==> config.mk <==
export PLATFORM = sky130hd
export DESIGN_NAME = ide_merge
export DESIGN_NICKNAME = d
export VERILOG_FILES = /design/src/design/ising_delta_energy_engine_assert.svh /design/src/design/ide_pkg.sv /design/src/design/ide_merge.sv
export SDC_FILE = /design/constraint.sdc
export NUM_CORES = 2
export LEC_CHECK = 0
export ABC_AREA = 0
export BUFFER_PORTS_ARGS = -buffer_cell sky130_fd_sc_hd__buf_2
export CAP_MARGIN = 20
export CORE_ASPECT_RATIO = 1.25
export CORE_UTILIZATION = 25
export CTS_CLUSTER_DIAMETER = 100
export DETAILED_ROUTE_END_ITERATION = 10
export GPL_TIMING_DRIVEN = 0
export SLEW_MARGIN = 20
export SYNTH_ARGS = -nofsm -noshare
export SYNTH_HDL_FRONTEND = slang
export SYNTH_SLANG_ARGS = --single-unit
==> constraint.sdc <==
create_clock -name clk -period 3.92 [get_ports clk]
set_input_delay 0.784 -clock clk [delete_from_list [all_inputs] [get_ports clk]]
set_output_delay 0.784 -clock clk [all_outputs]
set_load 0.02 [all_outputs]
==> src/design/ising_delta_energy_engine_assert.svh <==
// Assertion macros for the Ising delta-energy engine
`ifndef ISING_DELTA_ENERGY_ENGINE_ASSERT_SVH
`define ISING_DELTA_ENERGY_ENGINE_ASSERT_SVH

// same-cycle implication, sampled on clk, off during rst
`define IDE_ASSERT_NOW(label, ante, cons, msg) \
  label: assert property (@(posedge clk) disable iff (rst) (ante) |-> (cons)) \
    else $error(msg);

// next-cycle implication
`define IDE_ASSERT_NEXT(label, ante, cons, msg) \
  label: assert property (@(posedge clk) disable iff (rst) (ante) |=> (cons)) \
    else $error(msg);

`endif

==> src/design/ide_pkg.sv <==
// Shared types and constants for the Ising delta-energy engine
`default_nettype none

package ide_pkg;

  localparam int ROW_W        = 5;
  localparam int SPIN_FIELD_W = 32;
  localparam int IDX_W        = 6;

  typedef enum logic [1:0] {
    CMD_WR_COUPLING = 2'd0,
    CMD_WR_BIAS     = 2'd1,
    CMD_LOCAL       = 2'd2,
    CMD_UNIFORM     = 2'd3
  } cmd_t;

  typedef struct packed {
    logic valid;
    logic last;
  } beat_tag_t;

  typedef struct packed {
    logic             uniform;
    logic [IDX_W-1:0] k;
    logic             s_k;
  } lane_ctl_t;

endpackage

`default_nettype wire

==> src/design/ide_merge.sv <==
// Registered adder tree merging the lane terms
`default_nettype none

module ide_merge #(
  parameter int LEAVES    = 33,
  parameter int COEF_BITS = 40
) (
  input  logic                  clk,
  input  logic                  rst,
  input  logic [COEF_BITS-1:0]  leaf [LEAVES],
  input  ide_pkg::beat_tag_t    tag_in,
  output logic [COEF_BITS-1:0]  sum,
  output ide_pkg::beat_tag_t    tag_out
);

  import ide_pkg::*;

  localparam int LEVELS = $clog2(LEAVES);
  localparam int P2     = 1 << LEVELS;

  logic [COEF_BITS-1:0] node [LEVELS+1][P2];
  beat_tag_t            tag_pipe [LEVELS+1];

  genvar l, n;

  for (n = 0; n < P2; n++) begin : g_leaf
    if (n < LEAVES) begin : g_real
      assign node[0][n] = leaf[n];
    end else begin : g_pad
      assign node[0][n] = '0;
    end
  end

  assign tag_pipe[0] = tag_in;

  for (l = 1; l <= LEVELS; l++) begin : g_level
    for (n = 0; n < (P2 >> l); n++) begin : g_node
      always_ff @(posedge clk) begin
        node[l][n] <= node[l-1][2*n] + node[l-1][2*n+1];
      end
    end
    always_ff @(posedge clk) begin
      if (rst) begin
        tag_pipe[l] <= '0;
      end else begin
        tag_pipe[l] <= tag_pipe[l-1];
      end
    end
  end

  assign sum     = node[LEVELS][0];
  assign tag_out = tag_pipe[LEVELS];

endmodule

`default_nettype wire

==> metrics.cfg <==
[status]
status = complete, but fails checks
violations = DRC

[run]
maxCapViolCount = 0

[timing]
rsz0062_at_grt = true
setup_violations = 0
maxSlewHeadroom_pct = 5.87
period_share_pct = 96.9
worstMarginPinSlew_ps = 1410
fin_worst_skew_ps = 81.9
min_period_ps = 3800
hold_viol = 0
clock.fmax_mhz = 263
fin_ws_ps = 122
slew_violations = 0
tns_ps = 0
fin_hold_ws_ps = 162

[cts]
htreeDepth = 4
cts_buffer_depth = 4
clock-sinks = 1492
clk_pin_slew_ps = 60
cts_made_buffers = 170
insertion_delay_ps = 850
cts_tree = yes
clock-root-buffer = clkbuf_16

[synth]
yosys_register_bits = 1492
synth_area_sq_um = 92600
syn-instance-count = 10300
ys.flop_type = dfxtp_1
synth_warnings = 0
synth_edf_count = 0
synth_area_per_cell_sq_um = 8.99
syn_nets = 12900
ys_seq_area_share_pct = 32.3
synthArstFlopShare_pct = 0
ys_types = 94

[finish]
drive_gt1_share_pct = 15.8
final_cell_mix = dfxtp_1 (1,491), buf_2 (1,373), ha_1 (1,247), a21oi_1 (1,079), xnor2_1 (764)
fin_area_sq_um = 113000
nets = 14500
area_growth_pct = 21.7
final_common_cell = dfxtp_1
nFillCells = 39100

[die]
coreArea_sq_um = 368000
dieWidth_microns = 546
start_util_pct = 25.1
ioPinCount = 1366
num_rows = 249
die_area_sq_um = 373000
chipHeight_microns = 682

[global_routing]
track_usage_pct = 18.6
antenna_found_initial = 118
grt_start_max_net_pins = 17
grt_pass1_vias = 77500
grt-ovfl-total = 0
grt_pass1_wl_microns = 512000

[routing]
drt_iter0_markers = 4801
via_per_inst = 4.79
num_vias = 81400
dr.pass1.iters = 11
wl_microns = 363000
post-route-drc-count = 178
drtAntennaViolNets = 0
wl_per_cell_microns = 21.4

[worst_setup_path]
path_max_fanout = 5
start_kind = input port
endpoint_kind = flop
worstPathRequired_ps = 4560
arrival_ps = 4440
critPathKind = input port to flop

[worst_hold_path]
hold_path.class = input port to flop

[pwr]
p_sw_share_pct = 43.7
power_density_nw_per_um2 = 807
power.internal_mw = 51.2
finalPower_mw = 90.9
p_clk_share_pct = 18.5
combPwrFrac_pct = 55.0
peakVddDrop_mv = 0.441
power.leakage_nw = 52.0
sequentialPowerShare_pct = 26.5
p_sw_mw = 39.8

[placed_design]
dp_hpwl_microns = 313000
gp_congestion = 0.966
port_buffers = 1365
dpl_worst_slack_ps = -1500
placedInstanceArea_sq_um = 106000

## flip-flops by register name (all words and copies together) (netlist names)
| signal | count |
|---|---|
| sum | 40 |
| node | 1440 |
| tag_out | 2 |
| tag_pipe | 10 |
## final timing paths
| path | from | endpoint | slack, ps | depth (start not counted) |
|---|---|---|---|---|
| setup reg to reg | node[15120] | node[12690] | 150 | 9 |
| setup / recovery | leaf[440] | node[14956] | 120 | 14 |
| hold reg to reg | node[14718] | node[12478] | 320 | 0 |
| hold / removal | leaf[520] | node[14960] | 160 | 2 |
## power groups by stage
stage	clock, mW	sequential (mW)	combinational [mW]
after global routing	17.9	24.6	55.5
after CTS	17.4	24.4	50.4
after global placement	0	24.7	49.8
after detailed placement	0	24.7	49.8
after floorplan	0	22.5	34.8
final	16.8	24.1	50.0
## worst max-delay path: stages
cell,delay [ps]
buf_2,100
ha_1,220
fa_1,430
a211oi_1,240
nor2_1,110
o31a_1,330
a31o_2,280
o21ai_0,520
o31a_1,240
and4b_1,520
o311ai_0,290
nand2_1,110
a21oi_1,80
xor2_1,160
## metal layers
metal / vias up / wire length, microns / GRT usage, %
met4: 70 / 13300 / 6.42
li1: 40800 / - / -
met1: 37700 / 160000 / 23.1
met3: 558 / 19900 / 3.50
met5: - / 432 / 0
met2: 2284 / 170000 / 31.8
## layout make-up
class	count	area (sq um)	share of cell area (%)
tap	4894	6120	5.43
sequential	1492	29900	26.5
multi-input combinational	8252	61000	54.1
timing repair buffer	1424	7430	6.59
antenna	67	168	0.149
inverter	314	1180	1.05
clock buffer	212	4640	4.12
clock inverter	93	1250	1.11
buffer	237	1060	0.937
## cell usage after synthesis (55+ instances only)
library cell / instances / area [sq um]
a31oi_1: 109 / 682
o21a_1: 156 / 1170
nand3_1: 231 / 1160
nor2_1: 552 / 2070
a21o_1: 734 / 5510
xnor2_1: 768 / 6730
and3_1: 117 / 732
nand4_1: 141 / 882
a211oi_1: 82 / 616
a21oi_1: 1095 / 5480
o21bai_1: 177 / 1330
xor2_1: 406 / 3560
dfxtp_1: 1492 / 29900
nor2b_1: 218 / 1360
o21ai_0: 594 / 2970
nor3_1: 108 / 541
o211ai_1: 55 / 413
o31ai_1: 66 / 495
inv_1: 314 / 1180
clkbuf_1: 182 / 683
and2_1: 57 / 357
nand2b_1: 144 / 901
nand2_1: 556 / 2090
ha_1: 1248 / 15600
## through the flow
stage                     std cells  util (%)
after floorplan               10300         -
after global placement        16600      28.7
after detailed placement      16600      28.7
after CTS                     16900      30.5
after global routing          16900      30.6
final                         17000      30.6
## cells by family (layout without fill, tap and decap cells)
| kind of cell | Yosys count | in the layout | synth area share (%) |
|---|---|---|---|
| xor+xnor | 1174 | 1174 | 11.1 |
| flops | 1492 | 1492 | 32.3 |
| buf+inv | 551 | 2280 | 2.41 |
| compound gates | 3498 | 3498 | 24.4 |
| simple gates | 2296 | 2296 | 12.3 |
| other cells | 0 | 67 | 0 |
| fa+ha+maj | 1280 | 1280 | 17.6 |
| mux | 4 | 4 | 0.0432 |
## what timing repair did
item,in CTS,in global routing
setup endpoints to repair,33,75
endpoints found under the hold margin,40,0
gates resized for setup,23,61
pin swaps,1,12
hold buffers,40,0
setup buffers,0,8
No activity file was read; power rests on OpenSTA's default activity.
