$ cat src/design/ising_delta_energy_engine_assert.svh
// Assertion macros for the Ising delta-energy engine
`ifndef ISING_DELTA_ENERGY_ENGINE_ASSERT_SVH
`define ISING_DELTA_ENERGY_ENGINE_ASSERT_SVH

// same-cycle implication, sampled on clk, off during rst
`define IDE_ASSERT_NOW(label, ante, cons, msg) \
  label: assert property (@(posedge clk) disable iff (rst) (ante) |-> (cons)) \
    else $error(msg);

// next-cycle implication
`define IDE_ASSERT_NEXT(label, ante, cons, msg) \
  label: assert property (@(posedge clk) disable iff (rst) (ante) |=> (cons)) \
    else $error(msg);

`endif

$ cat src/design/ide_pkg.sv
// Shared types and constants for the Ising delta-energy engine
`default_nettype none

package ide_pkg;

  localparam int ROW_W        = 5;
  localparam int SPIN_FIELD_W = 32;
  localparam int IDX_W        = 6;

  typedef enum logic [1:0] {
    CMD_WR_COUPLING = 2'd0,
    CMD_WR_BIAS     = 2'd1,
    CMD_LOCAL       = 2'd2,
    CMD_UNIFORM     = 2'd3
  } cmd_t;

  typedef struct packed {
    logic valid;
    logic last;
  } beat_tag_t;

  typedef struct packed {
    logic             uniform;
    logic [IDX_W-1:0] k;
    logic             s_k;
  } lane_ctl_t;

endpackage

`default_nettype wire

$ cat src/design/ide_lane.sv
// One coupling lane: signs or masks the coupling of its column
`default_nettype none

module ide_lane #(
  parameter int LANE      = 0,
  parameter int COEF_BITS = 40
) (
  input  logic                  clk,
  input  ide_pkg::lane_ctl_t    ctl,
  input  logic                  spin_j,
  input  logic [COEF_BITS-1:0]  coupling,
  output logic [COEF_BITS-1:0]  term
);

  import ide_pkg::*;

  localparam logic [IDX_W-1:0] LANE_IDX = IDX_W'(LANE);

  logic [COEF_BITS-1:0] neg;
  logic [COEF_BITS-1:0] term_next;

  always_comb begin
    neg = COEF_BITS'(0) - coupling;
    if (ctl.uniform) begin
      // upper triangle only; aligned spins lower the energy
      if (LANE_IDX > ctl.k) begin
        term_next = (spin_j == ctl.s_k) ? neg : coupling;
      end else begin
        term_next = '0;
      end
    end else begin
      if (LANE_IDX == ctl.k) begin
        term_next = '0;
      end else begin
        term_next = spin_j ? coupling : neg;
      end
    end
  end

  always_ff @(posedge clk) begin
    term <= term_next;
  end

endmodule

`default_nettype wire

$ cat config.mk
export PLATFORM = sky130hd
export DESIGN_NAME = ide_lane
export DESIGN_NICKNAME = d
export VERILOG_FILES = /design/src/design/ising_delta_energy_engine_assert.svh /design/src/design/ide_pkg.sv /design/src/design/ide_lane.sv
export SDC_FILE = /design/constraint.sdc
export NUM_CORES = 1
export LEC_CHECK = 0
export BUFFER_PORTS_ARGS = -buffer_cell sky130_fd_sc_hd__buf_2
export CAP_MARGIN = 20
export CORE_MARGIN = 3
export CORE_UTILIZATION = 25
export DETAILED_ROUTE_END_ITERATION = 6
export PLACE_DENSITY = 0.46
export SYNTH_ARGS = -nofsm -noshare
export SYNTH_HDL_FRONTEND = slang
export SYNTH_SLANG_ARGS = --single-unit
$ cat constraint.sdc
create_clock -name clk -period 2.4 [get_ports clk]
set_input_delay 0.6 -clock clk [delete_from_list [all_inputs] [get_ports clk]]
set_output_delay 0.6 -clock clk [all_outputs]
set_load 0.1 [all_outputs]
==> metrics.cfg, run 1 <==
[run_status]
outcome = finished, final reports clean

[pwr]
ir_drop_mv = 0.225
p_leak_nw = 1.30
power_density_nw_per_um2 = 621
p_total_mw = 1.86

[clock_network]
cts_resized = 0
numCtsBuffers = 5
clkTransAtPathRegs_ns = 0.08
holdBufCountCts = 0
cts_max_path_buffers = 2
htree_levels = 2
cts_tree = yes
cts_sinks = 40
post_cts_buffers = 0
cts_root_buf = clkbuf_8

[global_routing]
grt_pass1_wl_um = 10200
antenna_found_initial = 0
grt_max_degree = 35
track_usage = 0.126
grt_pass1_vias = 2121
grt_overflow_total = 0

[run]
cap_viol_max_count = 0

[sta]
timing.final.crit_share = 0.924
hold_slack_ns = 0.589
grt_setup_unrepaired = no
slew_headroom = 0.332
maxSlewViolCount = 0
setup_tns_ns = 0
period_needed_ns = 2.22
hold_viol_final = 0
setup-violations-final = 0
clock.fmax_ghz = 0.451
layout_setup_ws_ns = 0.183
worstMarginPinSlew_ns = 0.997

[placement]
hpwl_um = 5020
io_buffer_count = 88
place_area_um2 = 2910
pre_cts_ws_ns = -0.139
dp.cells = 468
gp_congestion = 0.794

[synth]
yosys.area.top_type_share = 0.369
synth_compound_area_frac = 0.152
synth.ff_latch_count = 40
ys_top_cells_by_area = dfxtp_1 (37%), xnor2_1 (8.5%), nor2_1 (7.4%)
syn_avg_cell_area_um2 = 8.45
synth_top_family_by_area = simple AND/OR/NAND/NOR gates
synthCells = 257
synthMuxAreaShare = 0.0138
netlist_area_um2 = 2170
synth_cell_types = 40
ys_warn_count = 0
syn-num-nets = 308
yosys.area.top_type = dfxtp_1
seq_area_frac_synth = 0.369
synth_simple_gate_area_share = 0.311
synthAdderAreaFrac = 0.00576
synth_xor_area_frac = 0.0968

[route]
finalWirelength_um = 6430
dr_total_vias = 2268
wl_per_cell_um = 13.5
first_pass_iters = 4
postRouteAntennaNets = 0
drc = 0
drt-initial-drc-count = 53
vias_per_cell = 4.77

[setup_path]
worstSetupPathType = in -> reg
startpoint_type = primary input
crit_fanout = 4
arrival_ns = 2.40
end_kind = flop
required_ns = 2.58

[floorplan]
die_w_um = 99.2
io_pins = 90
start_util = 0.260
core_area_um2 = 8340
dieArea_um2 = 9840
dieHeight_um = 99.2
rows = 33

[hold_path]
hold_class = in -> reg

[layout]
final_cells = 475
regMostFlops = term
diodes = 0
area_growth_pct = 37.7
largest_register_ffs = 40
top_regs = term: 40 flops
finalNetCount = 421
design_area_um2 = 2990
drive_above_1_share = 0.384
n_fill_cell = 939
fin_util = 0.359

## cells in the mapped netlist (all sizes together)
library cell and instances:
a21oi 20, or4 7, mux2i 3, nor4b 1
dfxtp 40, o211ai 4, a41oi 1, nor3 11
a311oi 1, nor4 18, xor2 3, o31ai 2
nand4bb 1, or2 1, nand3 4, a31oi 9
a311o 1, or3 18, buf 7, nand2b 2
and3 2, a2111oi 2, nor2 43, nand3b 1
ha 1, xnor2 21, o21ai 8, o41ai 1
clkbuf 10, a31o 1, nand2 4, inv 5
nand4 4
## layer usage
metal  up-vias  global-route usage  routed length [um]
met5         -                   0                   0
met3         2              0.0281                 350
met4         0              0.0347                  17
li1       1164                   -                   -
met2        51               0.202                3000
met1      1051               0.172                3060
## critical path, cell delays in order
cell and delay [ns]:
buf_2 0.11, or4_1 0.64, nor4_4 0.35, nand3_1 0.21
mux2i_1 0.17, a311o_1 0.32
## cell families (layout without fill, tap and decap cells)
kind of cell / after synthesis / in the layout
AO/OA/AOI/OAI: 50 / 50
XOR/XNOR: 24 / 24
adder cells (fa/ha/maj): 1 / 1
buffers and inverters: 22 / 135
flip-flops: 40 / 40
multiplexers: 3 / 3
AND/OR/NAND/NOR: 117 / 117
## where the power goes
part | switching [mW] | internal [mW] | leakage (nW) | total, mW
sequential | 0.0118 | 0.716 | 0.333 | 0.728
clock | 0.227 | 0.198 | 0.0410 | 0.425
combinational | 0.548 | 0.156 | 0.921 | 0.704
total | 0.786 | 1.07 | 1.30 | 1.86
## cell type report
| cell class | count | area (um2) | area share |
|---|---|---|---|
| timing repair buffer | 123 | 703 | 0.235 |
| multi-input combinational | 195 | 1260 | 0.421 |
| sequential | 40 | 801 | 0.268 |
| tap | 105 | 131 | 0.0439 |
| inverter | 5 | 18.8 | 0.00628 |
| clock buffer | 6 | 72.6 | 0.0243 |
| clock inverter | 1 | 5.00 | 0.00167 |
## worst paths after layout
kind,depth (start not counted),end,slack [ns],start
hold / removal,3,term[37],0.59,coupling[37]
setup / recovery,6,term[33],0.18,coupling[4]
## layout by cell type (no fill, tap or decap), types with 2 or more instances in the layout
cell | netlist | layout
buf_2 | 3 | 88
nor2_1 | 43 | 43
dfxtp_1 | 40 | 40
buf_4 | 1 | 35
xnor2_1 | 21 | 21
a21oi_1 | 20 | 20
or3_1 | 18 | 18
nor4_1 | 12 | 12
nor3_1 | 11 | 11
a31oi_1 | 9 | 9
inv_1 | 5 | 5
or4_1 | 5 | 5
o21ai_0 | 5 | 5
clkbuf_8 | 0 | 5
nand4_1 | 4 | 4
nor4_2 | 4 | 4
nand2_1 | 4 | 4
nand3_1 | 4 | 4
o211ai_1 | 4 | 4
o21ai_1 | 3 | 3
mux2i_1 | 3 | 3
xor2_1 | 3 | 3
or4_4 | 2 | 2
nand2b_1 | 2 | 2
nor4_4 | 2 | 2
and3_1 | 2 | 2
a2111oi_0 | 2 | 2
Note: power is estimated with default switching activity, not from simulation.
==> run 2: changes to the inputs <==
Settings changed: GPL_TIMING_DRIVEN set to 0.
==> metrics.cfg, run 2 (synthesized netlist as in run 1, its figures left out) <==
[setup_path]
crit_fanout = 7  ; was 4
end_kind = flop  ; unchanged
arrival_ns = 2.46  ; was 2.40 ns
required_ns = 2.56  ; was 2.58 ns
worstSetupPathType = in -> reg  ; unchanged
startpoint_type = primary input  ; unchanged

[sta]
timing.final.crit_share = 0.958  ; was 0.924
worstMarginPinSlew_ns = 0.724  ; was 0.997 ns
grt_setup_unrepaired = no  ; unchanged
period_needed_ns = 2.30  ; was 2.22 ns
hold_viol_final = 0  ; unchanged
hold_slack_ns = 0.583  ; was 0.589 ns
layout_setup_ws_ns = 0.101  ; was 0.183 ns
slew_headroom = 0.513  ; was 0.332
maxSlewViolCount = 0  ; unchanged
setup-violations-final = 0  ; unchanged
clock.fmax_ghz = 0.435  ; was 0.451 GHz

[floorplan]
die_w_um = 99.2  ; unchanged
start_util = 0.260  ; unchanged
rows = 33  ; unchanged
io_pins = 90  ; unchanged
core_area_um2 = 8340  ; unchanged
dieHeight_um = 99.2  ; unchanged
dieArea_um2 = 9840  ; unchanged

[clock_network]
clkTransAtPathRegs_ns = 0.08  ; about the same
cts_sinks = 40  ; unchanged
numCtsBuffers = 5  ; unchanged
cts_max_path_buffers = 2  ; unchanged
cts_tree = yes  ; unchanged
htree_levels = 2  ; unchanged
cts_root_buf = clkbuf_8  ; unchanged

[layout]
design_area_um2 = 2870  ; was 2990 um2
diodes = 0  ; unchanged
top_regs = term: 40 flops  ; unchanged
regMostFlops = term  ; unchanged
area_growth_pct = 32.3  ; was 37.7%
layout_common_cells = buf_2 (91), nor2_1 (43), dfxtp_1 (40), xnor2_1 (21), a21oi_1 (19)  ; was buf_2 (88), nor2_1 (43), dfxtp_1 (40), buf_4 (35), xnor2_1 (21)
finalNetCount = 406  ; was 421
final_cells = 461  ; was 475
largest_register_ffs = 40  ; unchanged
final_common_cell = buf_2  ; unchanged
drive_above_1_share = 0.340  ; was 0.384

[route]
postRouteAntennaNets = 0  ; unchanged
first_pass_iters = 4  ; unchanged
finalWirelength_um = 6980  ; was 6430 um
wl_per_cell_um = 15.1  ; was 13.5 um
dr_total_vias = 2278  ; was 2268
drt-initial-drc-count = 101  ; was 53
drc = 0  ; unchanged
vias_per_cell = 4.94  ; was 4.77

[pwr]
p_clk_frac = 0.253  ; was 0.229
power_frac_comb = 0.364  ; was 0.379
power.share.switching = 0.427  ; was 0.424
switchingPower_uw = 812  ; was 786 uW
p_leak_nw = 1.20  ; was 1.30 nW
p_int_mw = 1.09  ; was 1.07 mW
p_seq_frac = 0.383  ; was 0.392
ir_drop_mv = 0.168  ; was 0.225 mV
power_density_nw_per_um2 = 662  ; was 621 nW/um2

[placement]
pre_cts_ws_ns = -0.314  ; was -0.139 ns
hpwl_um = 5240  ; was 5020 um
gp_congestion = 0.802  ; was 0.794
io_buffer_count = 87  ; was 88
dp.cells = 450  ; was 468
place_area_um2 = 2740  ; was 2910 um2

[hold_path]
hold_class = in -> reg  ; unchanged
min_path_cells = 3  ; unchanged
worstHoldEndpoint = term[37]  ; unchanged
hold_start = coupling[37]  ; unchanged

[global_routing]
track_usage = 0.138  ; was 0.126
grt_pass1_vias = 2127  ; was 2121
grt_overflow_total = 0  ; unchanged
grt_max_degree = 13  ; was 35
antenna_found_initial = 0  ; unchanged
grt_pass1_wl_um = 10800  ; was 10200 um

[run]
cap_viol_max_count = 0  ; unchanged

[run_status]
outcome = finished, final reports clean  ; unchanged

-- run 2: area by class of cell --
class / instances / area (um2)
sequential: 40 / 801
clock buffer: 7 / 86.3
inverter: 5 / 18.8
tap: 105 / 131
timing repair buffer: 92 / 470
clock inverter: 1 / 7.51
multi-input combinational: 195 / 1270
buffer: 16 / 90.1
fill: 916 / 5470
-- run 2: worst max-delay path by stage --
| stage | slack, ns | end | start | cells past startpoint |
|---|---|---|---|---|
| finish | 0.10 | term[38] | coupling[22] | 7 |
| global route | 0.02 | term[30] | coupling[22] | 7 |
| CTS | 0.0003 | term[33] | coupling[10] | 7 |
| detailed placement | -0.31 | term[33] | coupling[4] | 7 |
| global placement | -0.44 | term[37] | coupling[30] | 5 |
| floorplan | 0.06 | term[32] | coupling[22] | 6 |
-- run 2: timing repair --
item,CTS,global route
pin swaps,2,2
endpoints found under the setup margin,1,6
setup buffers,0,4
hold buffers,0,0
hold endpoints to repair,0,0
gates resized for setup,0,2
-- run 2: routing by layer --
metal / wire, um / GRT usage / up-vias / share of wire
li1: - / - / 1129 / -
met1: 3210 / 0.191 / 1054 / 0.46
met2: 3160 / 0.216 / 87 / 0.45
met3: 508 / 0.0309 / 8 / 0.073
met4: 101 / 0.0347 / 0 / 0.014
met5: 0 / 0 / - / 0
-- run 2: per-stage QoR --
stage | util | power (mW) | TNS, ns
2_1_floorplan | - | 1.28 | 0
3_3_place_gp | 0.328 | 1.43 | -4.66
3_5_place_dp | 0.329 | 1.44 | -3.38
4_1_cts | 0.340 | 1.92 | 0
5_1_grt | 0.345 | 1.99 | 0
6_report | 0.345 | 1.90 | 0
-- run 2: power by group through the flow --
stage	clock network (mW)	logic, mW	registers [mW]
3_5_place_dp	0	0.692	0.745
3_3_place_gp	0	0.691	0.743
6_report	0.481	0.692	0.728
4_1_cts	0.499	0.693	0.730
2_1_floorplan	0	0.144	1.13
5_1_grt	0.526	0.729	0.734
-- run 2: critical path, stage by stage --
cell and delay, ns:
buf_2 0.12, or4_4 0.56, or4_4 0.53, buf_6 0.16, nor4_2 0.26, or3_1 0.15, a21oi_1 0.08
==> run 3: changes to the inputs <==
Settings changed: ABC_AREA set to 1.
==> metrics.cfg, run 3 <==
[pwr]
p_seq_frac = 0.354  ; was 0.383
p_leak_nw = 1.52  ; was 1.20 nW
p_int_mw = 1.24  ; was 1.09 mW
p_clk_frac = 0.322  ; was 0.253
ir_drop_mv = 0.300  ; was 0.168 mV
switchingPower_uw = 795  ; was 812 uW
power_density_nw_per_um2 = 697  ; was 662 nW/um2
power.share.switching = 0.390  ; was 0.427
power_frac_comb = 0.324  ; was 0.364

[route]
vias_per_cell = 4.40  ; was 4.94
dr_total_vias = 2546  ; was 2278
wl_per_cell_um = 12.6  ; was 15.1 um
drt-initial-drc-count = 114  ; was 101
postRouteAntennaNets = 0  ; unchanged
drc = 0  ; unchanged
finalWirelength_um = 7290  ; was 6980 um
first_pass_iters = 4  ; unchanged

[floorplan]
die_w_um = 100  ; was 99.2 um
io_pins = 90  ; unchanged
start_util = 0.264  ; was 0.260
dieHeight_um = 100  ; was 99.2 um
core_area_um2 = 8420  ; was 8340 um2
dieArea_um2 = 10100  ; was 9840 um2
rows = 33  ; unchanged

[placement]
pre_cts_ws_ns = 0.406  ; was -0.314 ns
place_area_um2 = 2800  ; was 2740 um2
hpwl_um = 6070  ; was 5240 um
io_buffer_count = 88  ; was 87
gp_congestion = 0.865  ; was 0.802

[clock_network]
cts_sinks = 40  ; unchanged
htree_levels = 2  ; unchanged
holdBufCountCts = 0  ; unchanged
cts_tree = yes  ; unchanged
clkTransAtPathRegs_ns = 0.08  ; about the same
cts_resized = 0  ; unchanged
post_cts_buffers = 0  ; unchanged
cts_max_path_buffers = 2  ; unchanged
cts_root_buf = clkbuf_8  ; unchanged
numCtsBuffers = 5  ; unchanged

[global_routing]
track_usage = 0.147  ; was 0.138
grt_max_degree = 13  ; unchanged
grt_overflow_total = 0  ; unchanged
grt_pass1_vias = 2430  ; was 2127
antenna_found_initial = 0  ; unchanged
grt_pass1_wl_um = 11800  ; was 10800 um

[layout]
drive_above_1_share = 0.235  ; was 0.340
area_growth_pct = 31.5  ; was 32.3%
design_area_um2 = 2930  ; was 2870 um2
top_regs = term: 40 flops  ; unchanged
final_common_cell = nor2_1  ; was buf_2
regMostFlops = term  ; unchanged
layout_common_cells = nor2_1 (114), nand2_1 (101), buf_2 (93), dfxtp_1 (40), inv_1 (31)  ; was buf_2 (91), nor2_1 (43), dfxtp_1 (40), xnor2_1 (21), a21oi_1 (19)
diodes = 0  ; unchanged
finalNetCount = 524  ; was 406
largest_register_ffs = 40  ; unchanged

[sta]
setup-violations-final = 0  ; unchanged
timing.final.crit_share = 0.707  ; was 0.958
layout_setup_ws_ns = 0.704  ; was 0.101 ns
maxSlewViolCount = 0  ; unchanged
worstMarginPinSlew_ns = 0.542  ; was 0.724 ns
clock.fmax_ghz = 0.590  ; was 0.435 GHz
setup_tns_ns = 0  ; unchanged
period_needed_ns = 1.70  ; was 2.30 ns
grt_setup_unrepaired = no  ; unchanged
slew_headroom = 0.639  ; was 0.513
hold_slack_ns = 0.514  ; was 0.583 ns
hold_viol_final = 0  ; unchanged

[synth]
netlist_area_um2 = 2220  ; was 2170 um2
synth-edff-count = 0  ; unchanged
yosys.area.top_type_share = 0.360  ; was 0.369
syn_avg_cell_area_um2 = 5.89  ; was 8.45 um2
ys_top_cells_by_area = dfxtp_1 (36%), nor2_1 (19%), nand2_1 (17%)  ; was dfxtp_1 (37%), xnor2_1 (8.5%), nor2_1 (7.4%)
ys_top_cells_by_count = nor2_1 (114), nand2_1 (101), dfxtp_1 (40)  ; was nor2_1 (43), dfxtp_1 (40), xnor2_1 (21)
ys_warn_count = 0  ; unchanged
syn-num-nets = 429  ; was 308
synthCells = 378  ; was 257
synthFlopType = dfxtp_1  ; unchanged
yosys.area.top_type = dfxtp_1  ; unchanged
seq_area_frac_synth = 0.360  ; was 0.369
synthArstFlopShare = 0  ; unchanged
yosysMostFrequentCell = nor2_1  ; unchanged
synth_cell_types = 22  ; was 40
synth.ff_latch_count = 40  ; unchanged

[run_status]
outcome = finished, final reports clean  ; unchanged

[setup_path]
crit_fanout = 4  ; was 7
worstSetupPathType = in -> reg  ; unchanged
required_ns = 2.60  ; was 2.56 ns
arrival_ns = 1.89  ; was 2.46 ns
startpoint_type = primary input  ; unchanged
end_kind = flop  ; unchanged

[run]
cap_viol_max_count = 0  ; unchanged

[hold_path]
min_path_cells = 2  ; was 3
hold_class = in -> reg  ; unchanged

[run 3: cells by family (layout without fill, tap and decap cells)]
group / Yosys count / count (layout) / share of synthesized area
DFF: 40 / 40 / 0.360
and+or+nand+nor: 250 / 250 / 0.450
xor gates and xnor gates: 1 / 1 / 0.00394
buffers and inverters: 39 / 134 / 0.0686
adders and majority gates: 1 / 1 / 0.00562
AOI/OAI and AO/OA: 47 / 47 / 0.112
[run 3: cell type report]
| cell class | count | area [um2] |
|---|---|---|
| Fill cell | 992 | 5500 |
| Multi-Input combinational cell | 299 | 1270 |
| Sequential cell | 40 | 801 |
| Timing Repair Buffer | 88 | 440 |
| Tap cell | 105 | 131 |
| Inverter | 32 | 120 |
| Clock buffer | 5 | 68.8 |
| Clock inverter | 2 | 60.1 |
| Buffer | 7 | 32.5 |
[run 3: stage by stage]
step,std cells,utilization,total power [mW]
after global routing,578,0.347,2.13
final,578,0.347,2.04
after floorplan,378,-,1.24
after CTS,578,0.347,2.06
after detailed placement,571,0.332,1.40
after global placement,571,0.332,1.40
[run 3: critical path, stage by stage]
cell     delay (ns)
buf_2          0.09
inv_1          0.09
ha_1           0.18
nand3_1        0.17
nand2_1        0.15
o21ai_1        0.14
nor2_1         0.25
nand4_1        0.11
nand2_1        0.08
nor2_1         0.04
[run 3: layer usage]
metal / part of all wire / GRT usage
met5: 0 / 0
met4: 0.0089 / 0.0342
met3: 0.049 / 0.0243
met2: 0.47 / 0.252
met1: 0.47 / 0.192
[run 3: power by group through the flow]
| stage | Sequential (mW) | Clock (mW) | Combinational, mW |
|---|---|---|---|
| after floorplan | 1.09 | 0 | 0.153 |
| after global placement | 0.737 | 0 | 0.663 |
| after detailed placement | 0.737 | 0 | 0.663 |
| after CTS | 0.722 | 0.678 | 0.665 |
| after global routing | 0.726 | 0.699 | 0.705 |
| final | 0.721 | 0.657 | 0.660 |
[run 3: final timing paths]
check              startpoint  endpoint
setup / recovery  coupling[0]  term[38]
hold / removal    coupling[9]   term[9]
