[src/design/ising_delta_energy_engine_assert.svh]
// Assertion macros for the Ising delta-energy engine
`ifndef ISING_DELTA_ENERGY_ENGINE_ASSERT_SVH
`define ISING_DELTA_ENERGY_ENGINE_ASSERT_SVH

// same-cycle implication, sampled on clk, off during rst
`define IDE_ASSERT_NOW(label, ante, cons, msg) \
  label: assert property (@(posedge clk) disable iff (rst) (ante) |-> (cons)) \
    else $error(msg);

// next-cycle implication
`define IDE_ASSERT_NEXT(label, ante, cons, msg) \
  label: assert property (@(posedge clk) disable iff (rst) (ante) |=> (cons)) \
    else $error(msg);

`endif

[src/design/ide_ram.sv]
// Generic simple dual-port RAM with registered read
`default_nettype none

module ide_ram #(
  parameter int WIDTH = 40,
  parameter int DEPTH = 32
) (
  input  logic                     clk,
  input  logic                     we,
  input  logic [$clog2(DEPTH)-1:0] waddr,
  input  logic [WIDTH-1:0]         wdata,
  input  logic [$clog2(DEPTH)-1:0] raddr,
  output logic [WIDTH-1:0]         rdata
);

  logic [WIDTH-1:0] mem [DEPTH];

  always_ff @(posedge clk) begin
    if (we) begin
      mem[waddr] <= wdata;
    end
    rdata <= mem[raddr];
  end

endmodule

`default_nettype wire

[config.mk]
export PLATFORM = sky130hd
export DESIGN_NAME = ide_ram
export DESIGN_NICKNAME = d
export VERILOG_FILES = /design/src/design/ising_delta_energy_engine_assert.svh /design/src/design/ide_ram.sv
export SDC_FILE = /design/constraint.sdc
export NUM_CORES = 1
export LEC_CHECK = 0
export BUFFER_PORTS_ARGS = -buffer_cell sky130_fd_sc_hd__buf_2
export CORE_UTILIZATION = 30
export DETAILED_ROUTE_END_ITERATION = 7
export PLACE_DENSITY = 0.41
export RECOVER_POWER = 25
export SYNTH_ARGS = -nofsm -noshare
export SYNTH_HDL_FRONTEND = slang
export SYNTH_SLANG_ARGS = --single-unit
[constraint.sdc]
create_clock -name clk -period 8.2 [get_ports clk]
set_input_delay 1.64 -clock clk [delete_from_list [all_inputs] [get_ports clk]]
set_output_delay 1.64 -clock clk [all_outputs]
set_load 0.01 [all_outputs]
==> results of run 1 <==
## flip-flops by register name (all words and copies together) (netlist names)
register	flops
mem	1280
rdata	40
## power breakdown
group / total, W / internal (W) / leakage [nW] / switching (W)
Clock: 0.00657 / 0.00390 / 2.33 / 0.00267
Combinational: 0.000734 / 0.000219 / 5.74 / 0.000514
Sequential: 0.00754 / 0.00751 / 11.9 / 0.0000330
Total: 0.0148 / 0.0116 / 19.9 / 0.00322
## final timing paths
check | end | cells after the start
worst max-delay path | mem[19][24] | 4
worst min-delay path | rdata[29] | 4
worst max register to register | rdata[13] | 4
worst min register to register | rdata[29] | 4
## synthesized netlist by cell type (all sizes together)
cell and instances:
clkbuf 65, a21oi 120, nand2 122, or2 1, nand2b 2, a22oi 120, nor2b 2, nand3b 5
or3 1, edfxtp 1280, nor3 40, and2 1, or3b 3, dfxtp 40, nor2 34, mux2i 640
buf 95, a31oi 40, a22o 80, nand3 122
## routing by layer
layer | track usage [%] | vias up | routed length, um
li1 | - | 11500 | -
met1 | 24.2 | 13900 | 68900
met2 | 26.8 | 587 | 67700
met3 | 3.33 | 180 | 6990
met4 | 4.14 | 6 | 2670
met5 | 0 | - | 44
## layout make-up
class | count | area share, %
clock inverters | 77 | 1.40
diodes | 2 | 0.00856
repair buffers | 149 | 1.70
flip-flops and latches | 1320 | 67.1
clock buffers | 187 | 6.80
multi-input cells | 1333 | 18.2
well taps | 2204 | 4.72
## cell usage in the layout, fill, tap and decap left out, types with 40 or more instances in the layout
cell type	count
buf_4	48
a22o_1	80
nand3_1	122
nor3_1	40
clkbuf_1	56
buf_2	65
mux2i_1	640
edfxtp_1	1280
a22oi_1	120
a31oi_1	40
nand2_1	121
clkbuf_16	152
a21oi_1	120
dfxtp_1	40
## kinds of logic after synthesis
group,Yosys count,synth area share (%)
compound gates,360,4.85
buf+inv,160,1.90
flops,1320,77.6
mux,640,12.7
simple gates,333,2.98
## through the flow
step | cells | util [%]
final | 5272 | 34.9
after floorplan | 2813 | -
after CTS | 5270 | 35.0
after global placement | 5006 | 32.1
after detailed placement | 5006 | 32.1
after global routing | 5271 | 34.9
## critical path, stage by stage
cell and delay [ns]:
buf_2 0.16, nand3_1 0.62, nor2_4 1.17, buf_4 0.72
==> summary.md, run 1 <==
| Metric | Value |
|---|---|
| Status | `finished with violations` |
| Failing checks | `max-capacitance violations, max-slew violations` |
| Setup TNS | `0 ns` |
| RSZ-0062 raised after global routing | `no` |
| Routed Antenna Nets | `0` |
| Initial core utilization | `30.2%` |
| Num ports | `92` |
| Maximum vdd drop | `132 uV` |
| Synth area leader | `edfxtp_1` |
| Average routed wire per standard cell | `27.8 um` |
| Worst Setup SP | `waddr[0]` |
| Synthesized flop and latch total | `1320` |
| Largest net degree at the start of global routing | `124` |
| Area of the multi-input gates | `0.0107 mm2` |
| Startpoint types | `input port` |
| Max Slew Vio Count | `65` |
| Post-CTS setup buffers | `0` |
| First-pass GRT wire length | `204 mm` |
| IO Port Bufs | `91` |
| Crit-path max FO | `23` |
| Syn nets | `2865` |
| Avg Synthesized Cell Area | `18.0 um2` |
| CP required | `8.58 ns` |
| Inserted Clock Buffers | `146` |
| Hold WS | `0.599 ns` |
| Crit Path Class | `input port to register` |
| Layout cells sized above 1 | `12.0%` |
| Setup Viol. Count Final | `0` |
| Drt first pass iters | `7` |
| Dpl hpwl | `75.6 mm` |
| Routed via count | `26200` |
| Area of the core | `0.167 mm2` |
| CP arrival | `4.35 ns` |
| Post-place setup slack | `3.53 ns` |
| Antenna violations before repair | `12` |
| Seq/Total Area, Yosys | `77.6%` |
| Worst-Skew Late Latency | `0.77 ns` |
| Max clock buf depth | `3` |
| Placed cell areas | `0.0537 mm2` |
| Critical path endpoint category | `register` |
| Clock Pin Slew Worst Setup and Hold Paths | `0.06 ns` |
| Max-cap violation count | `2` |
| Vias in the first global route | `26400` |
| GPL Wtd Cong | `0.738` |
| Synth top area cells | `edfxtp_1, mux2i_1, a22oi_1` |
| Die W | `413 um` |
| Period Utilization, post-route | `48.4%` |
| Worst slew pin tran | `1.51 ns` |
| GRT overflow | `0` |
| Pwr dens | `254 mW/mm2` |
| Rel. slew slack | `-0.944%` |
| DRC viols | `0` |
| Synth warn | `0` |
| Sequential standard cell area | `0.0392 mm2` |
| Via density per instance | `4.96` |
| Register-to-register setup slack | `6.71 ns` |
| Mapped Area | `0.0506 mm2` |
| # rows | `150` |
| Final WL | `146 mm` |
| Worst setup margin | `4.23 ns` |
| Final Hold Viols | `0` |
| Syn Inst Count | `2813` |
| Leak pwr | `19.9 nW` |
| Setup Skew | `0.0216 ns` |
| DRT iter0 DRCs | `2298` |
| Post-CTS Resized | `0` |
| F_max | `252 MHz` |
| CTS tree | `built` |
| Fillcell total | `15600` |
| Area growth syn-to-layout | `15.6%` |
| Final instance area | `0.0584 mm2` |
| Depth of the CTS H-tree | `4` |
| Gr usage total | `17.1%` |
| Min cycle time layout | `3.97 ns` |
| Reg-to-reg startpoint | `mem[21][13]` |
| CTS Hold Bufs | `0` |
| CTS Sinks | `1320` |
| Die ar. | `0.170 mm2` |
| Total power | `0.0148 W` |
| Root Driver | `clkbuf_16` |
| Min-delay worst type | `register to register` |
| Fin nets | `3002` |
| Die height | `413 um` |
| Top cell type's share of synthesized area | `76.0%` |
| Number of distinct library cells after synthesis | `26` |
| Min-delay src | `mem[27][29]` |
No activity file was read; power rests on OpenSTA's default activity.
==> run 2: changes to the inputs <==
clock period = 3.96 ns   (was 8.2 ns; I/O delays follow)
==> summary.md, run 2 (same netlist as run 1, synthesis figures left out) <==
| Metric | Value |
|---|---|
| Status | `finished clean (was finished with violations)` |
| Final Hold Viols | `0 (unchanged)` |
| CP arrival | `2.85 ns (was 4.35 ns)` |
| GPL Wtd Cong | `0.742 (was 0.738)` |
| First-pass GRT wire length | `205 mm (was 204 mm)` |
| Leak pwr | `20.2 nW (was 19.9 nW)` |
| Post-CTS Resized | `0 (unchanged)` |
| CTS Hold Bufs | `0 (unchanged)` |
| Die ar. | `0.170 mm2 (unchanged)` |
| RSZ-0062 raised after global routing | `no (unchanged)` |
| Sequential power share | `52.2% (was 50.8%)` |
| Routed via count | `26300 (was 26200)` |
| Commonest non-fill, non-tap cells in the layout | `edfxtp_1, mux2i_1, clkbuf_16 (unchanged)` |
| CTS Sinks | `1320 (unchanged)` |
| Crit Path Class | `input port to register (unchanged)` |
| CTS tree | `built (unchanged)` |
| Maximum vdd drop | `333 uV (was 132 uV)` |
| Min-delay worst type | `input port to register (was register to register)` |
| CP required | `4.54 ns (was 8.58 ns)` |
| Root Driver | `clkbuf_16 (unchanged)` |
| Drt first pass iters | `5 (was 7)` |
| Max clock buf depth | `3 (unchanged)` |
| Routed Antenna Nets | `0 (unchanged)` |
| Biggest registers after layout | `mem (1280), rdata (40) (unchanged)` |
| Number of flip-flops in the largest register | `1280 (unchanged)` |
| Vias in the first global route | `26900 (was 26400)` |
| Die height | `413 um (unchanged)` |
| Rel. slew slack | `1.25% (was -0.944%)` |
| Setup TNS | `0 ns (unchanged)` |
| Area growth syn-to-layout | `16.5% (was 15.6%)` |
| Area of the core | `0.167 mm2 (unchanged)` |
| Clock Pin Slew Worst Setup and Hold Paths | `0.06 ns (about the same)` |
| Startpoint types | `input port (unchanged)` |
| Leading cell type in the layout, fill and taps excluded | `edfxtp_1 (unchanged)` |
| Worst slew pin tran | `1.48 ns (was 1.51 ns)` |
| Max-cap violation count | `0 (was 2)` |
| DRC viols | `0 (unchanged)` |
| Via density per instance | `4.93 (was 4.96)` |
| P_sw | `0.00644 W (was 0.00322 W)` |
| GRT overflow | `0 (unchanged)` |
| Critical path endpoint category | `register (unchanged)` |
| # rows | `150 (unchanged)` |
| Largest net degree at the start of global routing | `73 (was 124)` |
| Max Slew Vio Count | `0 (was 65)` |
| Sw Ratio | `21.5% (was 21.7%)` |
| Hold WS | `0.570 ns (was 0.599 ns)` |
| DRT iter0 DRCs | `1820 (was 2298)` |
| Depth of the CTS H-tree | `4 (unchanged)` |
| Logic pwr share | `5.1% (was 4.9%)` |
| Fin nets | `3071 (was 3002)` |
| Num ports | `92 (unchanged)` |
| Average routed wire per standard cell | `27.3 um (was 27.8 um)` |
| Worst-Skew Late Latency | `0.77 ns (about the same)` |
| Die W | `413 um (unchanged)` |
| Clock power frac | `42.6% (was 44.3%)` |
| Min cycle time layout | `2.27 ns` |
| Dpl hpwl | `79.1 mm (was 75.6 mm)` |
| Reg with most FFs | `mem (unchanged)` |
| Period Utilization, post-route | `57.3%` |
| Internal power | `0.0235 W (was 0.0116 W)` |
| IO Port Bufs | `91 (unchanged)` |
| Gr usage total | `17.1% (about the same)` |
| Fillcell total | `15500 (was 15600)` |
| Final WL | `145 mm (was 146 mm)` |
| Crit-path max FO | `44 (was 23)` |
| Layout cells sized above 1 | `13.7% (was 12.0%)` |
| Post-CTS setup buffers | `0 (unchanged)` |
| Initial core utilization | `30.2% (unchanged)` |
| Pwr dens | `508 mW/mm2 (was 254 mW/mm2)` |
| Inserted Clock Buffers | `146 (unchanged)` |
| Antenna violations before repair | `18 (was 12)` |
| Setup Skew | `0.0246 ns (was 0.0216 ns)` |
| Setup Viol. Count Final | `0 (unchanged)` |
| F_max | `441 MHz` |
-- run 2: cell count changes in the layout (fill, tap and decap cells not counted), sizes merged --
cell	delta
inv	-1
clkinvlp	+1
clkinv	-15
diode	-1
bufinv	-11
clkbuf	+15
buf	+70
-- run 2: routing by layer --
metal | global-route usage (%) | share of wire, %
met2 | 28.1 | 48
met4 | 3.77 | 1.7
met3 | 2.73 | 3.7
met5 | 0 | 0.059
met1 | 23.6 | 47
-- run 2: metrics by stage --
stage                     utilization (%)  power, W  area, um2  setup slack, ns  instances
final                                35.2    0.0299      58900             1.69       5330
after floorplan                         -    0.0167      50600            0.387       2813
after global routing                 35.2    0.0309      58900             1.61       5329
after global placement               32.6    0.0175      54500            0.839       5075
after CTS                            35.3    0.0303      58900             1.59       5329
after detailed placement             32.6    0.0175      54500            0.837       5075
-- run 2: worst paths after layout --
check        startpoint     endpoint  cells past startpoint  slack, ns
max            raddr[0]    rdata[19]                      7       1.69
min           wdata[11]  mem[18][11]                      1       0.57
max reg2reg  mem[1][12]    rdata[12]                      5       2.34
min reg2reg  mem[10][8]     rdata[8]                      4       0.60
-- run 2: final cells by class --
class / instances / area [um2] / share of cell area (%)
Multi-Input combinational cell: 1333 / 10700 / 18.1
Timing Repair Buffer: 218 / 1800 / 3.06
Tap cell: 2204 / 2760 / 4.68
Clock buffer: 203 / 4110 / 6.97
Clock inverter: 51 / 362 / 0.614
Sequential cell: 1320 / 39200 / 66.6
Antenna cell: 1 / 2.50 / 0.00425
-- run 2: power by group through the flow --
stage / clock network, W / logic [W] / registers, W
4_1_cts: 0.0131 / 0.00158 / 0.0156
3_3_place_gp: 0 / 0.00156 / 0.0159
5_1_grt: 0.0136 / 0.00166 / 0.0156
6_report: 0.0128 / 0.00154 / 0.0156
2_1_floorplan: 0 / 0.000801 / 0.0159
3_5_place_dp: 0 / 0.00157 / 0.0159
-- run 2: critical path, cell delays in order --
cell	delay, ns
buf_8	0.41
buf_12	0.30
buf_4	0.39
mux2i_1	0.26
a22oi_1	0.11
a31oi_1	0.30
nand3_1	0.21
==> run 3: changes to the inputs <==
ABC_AREA = 1   (was unset)
clock period = 2.3 ns   (was 3.96 ns; I/O delays follow)
==> summary.md, run 3 <==
| Metric | Value |
|---|---|
| Biggest registers after layout | `mem (1280), rdata (40) (unchanged)` |
| Post-Route Utilization | `35.9% (was 35.2%)` |
| # rows | `153 (was 150)` |
| Max clock buf depth | `3 (unchanged)` |
| Final Hold Viols | `0 (unchanged)` |
| Maximum vdd drop | `710 uV (was 333 uV)` |
| Leak pwr | `22.5 nW (was 20.2 nW)` |
| Final WL | `173 mm (was 145 mm)` |
| DRT iter0 DRCs | `2758 (was 1820)` |
| Fillcell total | `17100 (was 15500)` |
| Hold Path Stages | `5 (was 1)` |
| First-pass GRT wire length | `248 mm (was 205 mm)` |
| Hold EP | `rdata[7] (was mem[18][11])` |
| Crit-path max FO | `1 (was 44)` |
| Crit path buf inv count | `1 (was 3)` |
| Syn nets | `4459 (was 2865)` |
| Average routed wire per standard cell | `24.6 um (was 27.3 um)` |
| Final instance area | `0.0623 mm2 (was 0.0589 mm2)` |
| Number of flip-flops in the largest register | `1280 (unchanged)` |
| Min-delay worst type | `input port to register (unchanged)` |
| Layout cells sized above 1 | `10.8% (was 13.7%)` |
| Worst-Skew Late Latency | `0.77 ns (about the same)` |
| Worst Setup SP | `rdata[19] (was raddr[0])` |
| Total power | `0.0535 W (was 0.0299 W)` |
| Most frequent cell after synthesis | `nand2_1 (was edfxtp_1)` |
| CTS tree | `built (unchanged)` |
| Die height | `420 um (was 413 um)` |
| Vias in the first global route | `33100 (was 26900)` |
| Fin nets | `4627 (was 3071)` |
| CP arrival | `1.49 ns (was 2.85 ns)` |
| CP Cell Sequence | `buf_2 (was buf_8 > buf_12 > buf_4 > mux2i_1 > a22oi_1 > a31oi_1 > nand3_1)` |
| Routed via count | `34000 (was 26300)` |
| Num ports | `92 (unchanged)` |
| Sequential standard cell area | `0.0392 mm2 (unchanged)` |
| Inserted Clock Buffers | `151 (was 146)` |
| Reg with most FFs | `mem (unchanged)` |
| Post-CTS setup buffers | `0 (unchanged)` |
| Area of the multi-input gates | `0.0120 mm2 (was 0.0107 mm2)` |
| Number of distinct library cells after synthesis | `11 (was 26)` |
| Max Slew Vio Count | `0 (unchanged)` |
| Leading cell type in the layout, fill and taps excluded | `nand2_1 (was edfxtp_1)` |
| Placed cell areas | `0.0576 mm2 (was 0.0545 mm2)` |
| Crit Path Class | `register to output port (was input port to register)` |
| Avg Synthesized Cell Area | `11.9 um2 (was 18.0 um2)` |
| Startpoint types | `register (was input port)` |
| Synth warn | `0 (unchanged)` |
| Period Utilization, post-route | `84.8%` |
| Gr usage total | `19.6% (was 17.1%)` |
| Reg-to-Reg End | `rdata[21] (was rdata[12])` |
| Reg-to-reg startpoint | `mem[5][21] (was mem[1][12])` |
| GPL Wtd Cong | `0.745 (was 0.742)` |
| Top delay family on crit path | `flip-flops (was buffers and inverters)` |
| Commonest non-fill, non-tap cells in the layout | `nand2_1, edfxtp_1, nand3_1 (was edfxtp_1, mux2i_1, clkbuf_16)` |
| Status | `finished clean (unchanged)` |
| CTS Sinks | `1320 (unchanged)` |
| Die W | `420 um (was 413 um)` |
| Register-to-register setup slack | `1.08 ns (was 2.34 ns)` |
| Clock Pin Slew Worst Setup and Hold Paths | `0.06 ns (about the same)` |
| Asr flop ratio synth | `0% (unchanged)` |
| Synthesized flop and latch total | `1320 (unchanged)` |
| Setup Viol. Count Final | `0 (unchanged)` |
| Seq/Total Area, Yosys | `74.9% (was 77.6%)` |
| Worst slew pin tran | `1.42 ns (was 1.48 ns)` |
| Pwr dens | `858 mW/mm2 (was 508 mW/mm2)` |
| Largest net degree at the start of global routing | `151 (was 73)` |
| Area growth syn-to-layout | `18.8% (was 16.5%)` |
| Routed Antenna Nets | `0 (unchanged)` |
| R2R depth | `8 (was 5)` |
| F_max | `513 MHz` |
| Critical path endpoint category | `output port (was register)` |
| Area of the core | `0.174 mm2 (was 0.167 mm2)` |
| Root Driver | `clkbuf_16 (unchanged)` |
| Critical path's largest stage delay | `0.51 ns (was 0.41 ns)` |
| GRT overflow | `0 (unchanged)` |
| Min cycle time layout | `1.95 ns` |
| Min-delay src | `raddr[3] (was wdata[11])` |
| Drt first pass iters | `5 (unchanged)` |
| Ys flop type | `edfxtp_1 (unchanged)` |
| Post-CTS Resized | `0 (unchanged)` |
| Dpl hpwl | `92.6 mm (was 79.1 mm)` |
| CP required | `1.84 ns (was 4.54 ns)` |
| Top post-synthesis cells by count | `nand2_1, edfxtp_1, nand3_1, buf_2, clkbuf_1 (was edfxtp_1, mux2i_1, nand2_1, nand3_1)` |
| Syn Inst Count | `4407 (was 2813)` |
| Mapped Area | `0.0524 mm2 (was 0.0506 mm2)` |
| Via density per instance | `4.84 (was 4.93)` |
| Antenna violations before repair | `17 (was 18)` |
| Post-synth EDFFs | `1280 (unchanged)` |
| Initial core utilization | `30.2% (about the same)` |
| Depth of the CTS H-tree | `4 (unchanged)` |
| Setup Skew | `0.0185 ns (was 0.0246 ns)` |
| Synth area leader | `edfxtp_1 (unchanged)` |
| IO Port Bufs | `91 (unchanged)` |
| RSZ-0062 raised after global routing | `no (unchanged)` |
| CTS Hold Bufs | `0 (unchanged)` |
| Die ar. | `0.176 mm2 (was 0.170 mm2)` |
| Max-cap violation count | `0 (unchanged)` |
| Synth top area cells | `edfxtp_1, nand2_1, nand3_1 (was edfxtp_1, mux2i_1, a22oi_1)` |
| Rel. slew slack | `5.15% (was 1.25%)` |
| Slowest CP cell | `dfxtp_1 (was buf_8)` |
| Top cell type's share of synthesized area | `73.3% (was 76.0%)` |
| DRC viols | `0 (unchanged)` |
run 3: through the flow:
stage          std cells  setup TNS, ns  setup slack [ns]  hold WS (ns)
2_1_floorplan       4407        -723.85            -0.583         0.559
3_3_place_gp        6747              0             0.200         0.736
3_5_place_dp        6747              0             0.191         0.738
4_1_cts             7025              0             0.271        0.0986
5_1_grt             7025              0             0.307         0.140
6_report            7028              0             0.350         0.162
run 3: cell families (layout without fill, tap and decap cells):
kind of cell  Yosys count  count (layout)  synth area share (%)
simple gates         2804            2804                  22.4
flops                1320            1320                  74.9
buf+inv               283             576                  2.72
other cells             0               3                     0
run 3: tightest hold or removal path: cells and delay by family:
kind,cells,cell delay [ns]
buffers and inverters,1,0.17
AND/OR/NAND/NOR,4,0.25
run 3: cell type report:
class                           count  share of cell area (%)
Antenna cell                        3                  0.0121
Clock buffer                      217                    6.90
Clock inverter                     61                   0.711
Inverter                           10                   0.100
Multi-Input combinational cell   2804                    19.2
Sequential cell                  1320                    63.0
Tap cell                         2325                    4.67
Timing Repair Buffer              288                    5.35
run 3: worst max-delay path by stage:
stage / endpoint / slack, ns / cells past startpoint
after floorplan: mem[0][0] / -0.58 / 3
after global placement: rdata[0] / 0.20 / 10
after detailed placement: rdata[0] / 0.19 / 10
after CTS: rdata[10] / 0.27 / 1
after global routing: rdata[19] / 0.31 / 1
final: rdata[19] / 0.35 / 1
run 3: routing by layer:
| layer | vias to the layer above | share of wire, % | global-route usage [%] |
|---|---|---|---|
| met3 | 217 | 4.8 | 3.17 |
| met2 | 806 | 47 | 31.3 |
| met1 | 17300 | 47 | 27.8 |
| li1 | 15800 | - | - |
| met5 | - | 0.043 | 0 |
| met4 | 14 | 1.8 | 4.45 |
run 3: report_power, final:
group | internal (W) | switching, W | leakage [nW] | total [W]
logic | 0.000943 | 0.00237 | 8.32 | 0.00332
registers | 0.0268 | 0.000160 | 11.9 | 0.0269
clock network | 0.0134 | 0.00981 | 2.31 | 0.0232
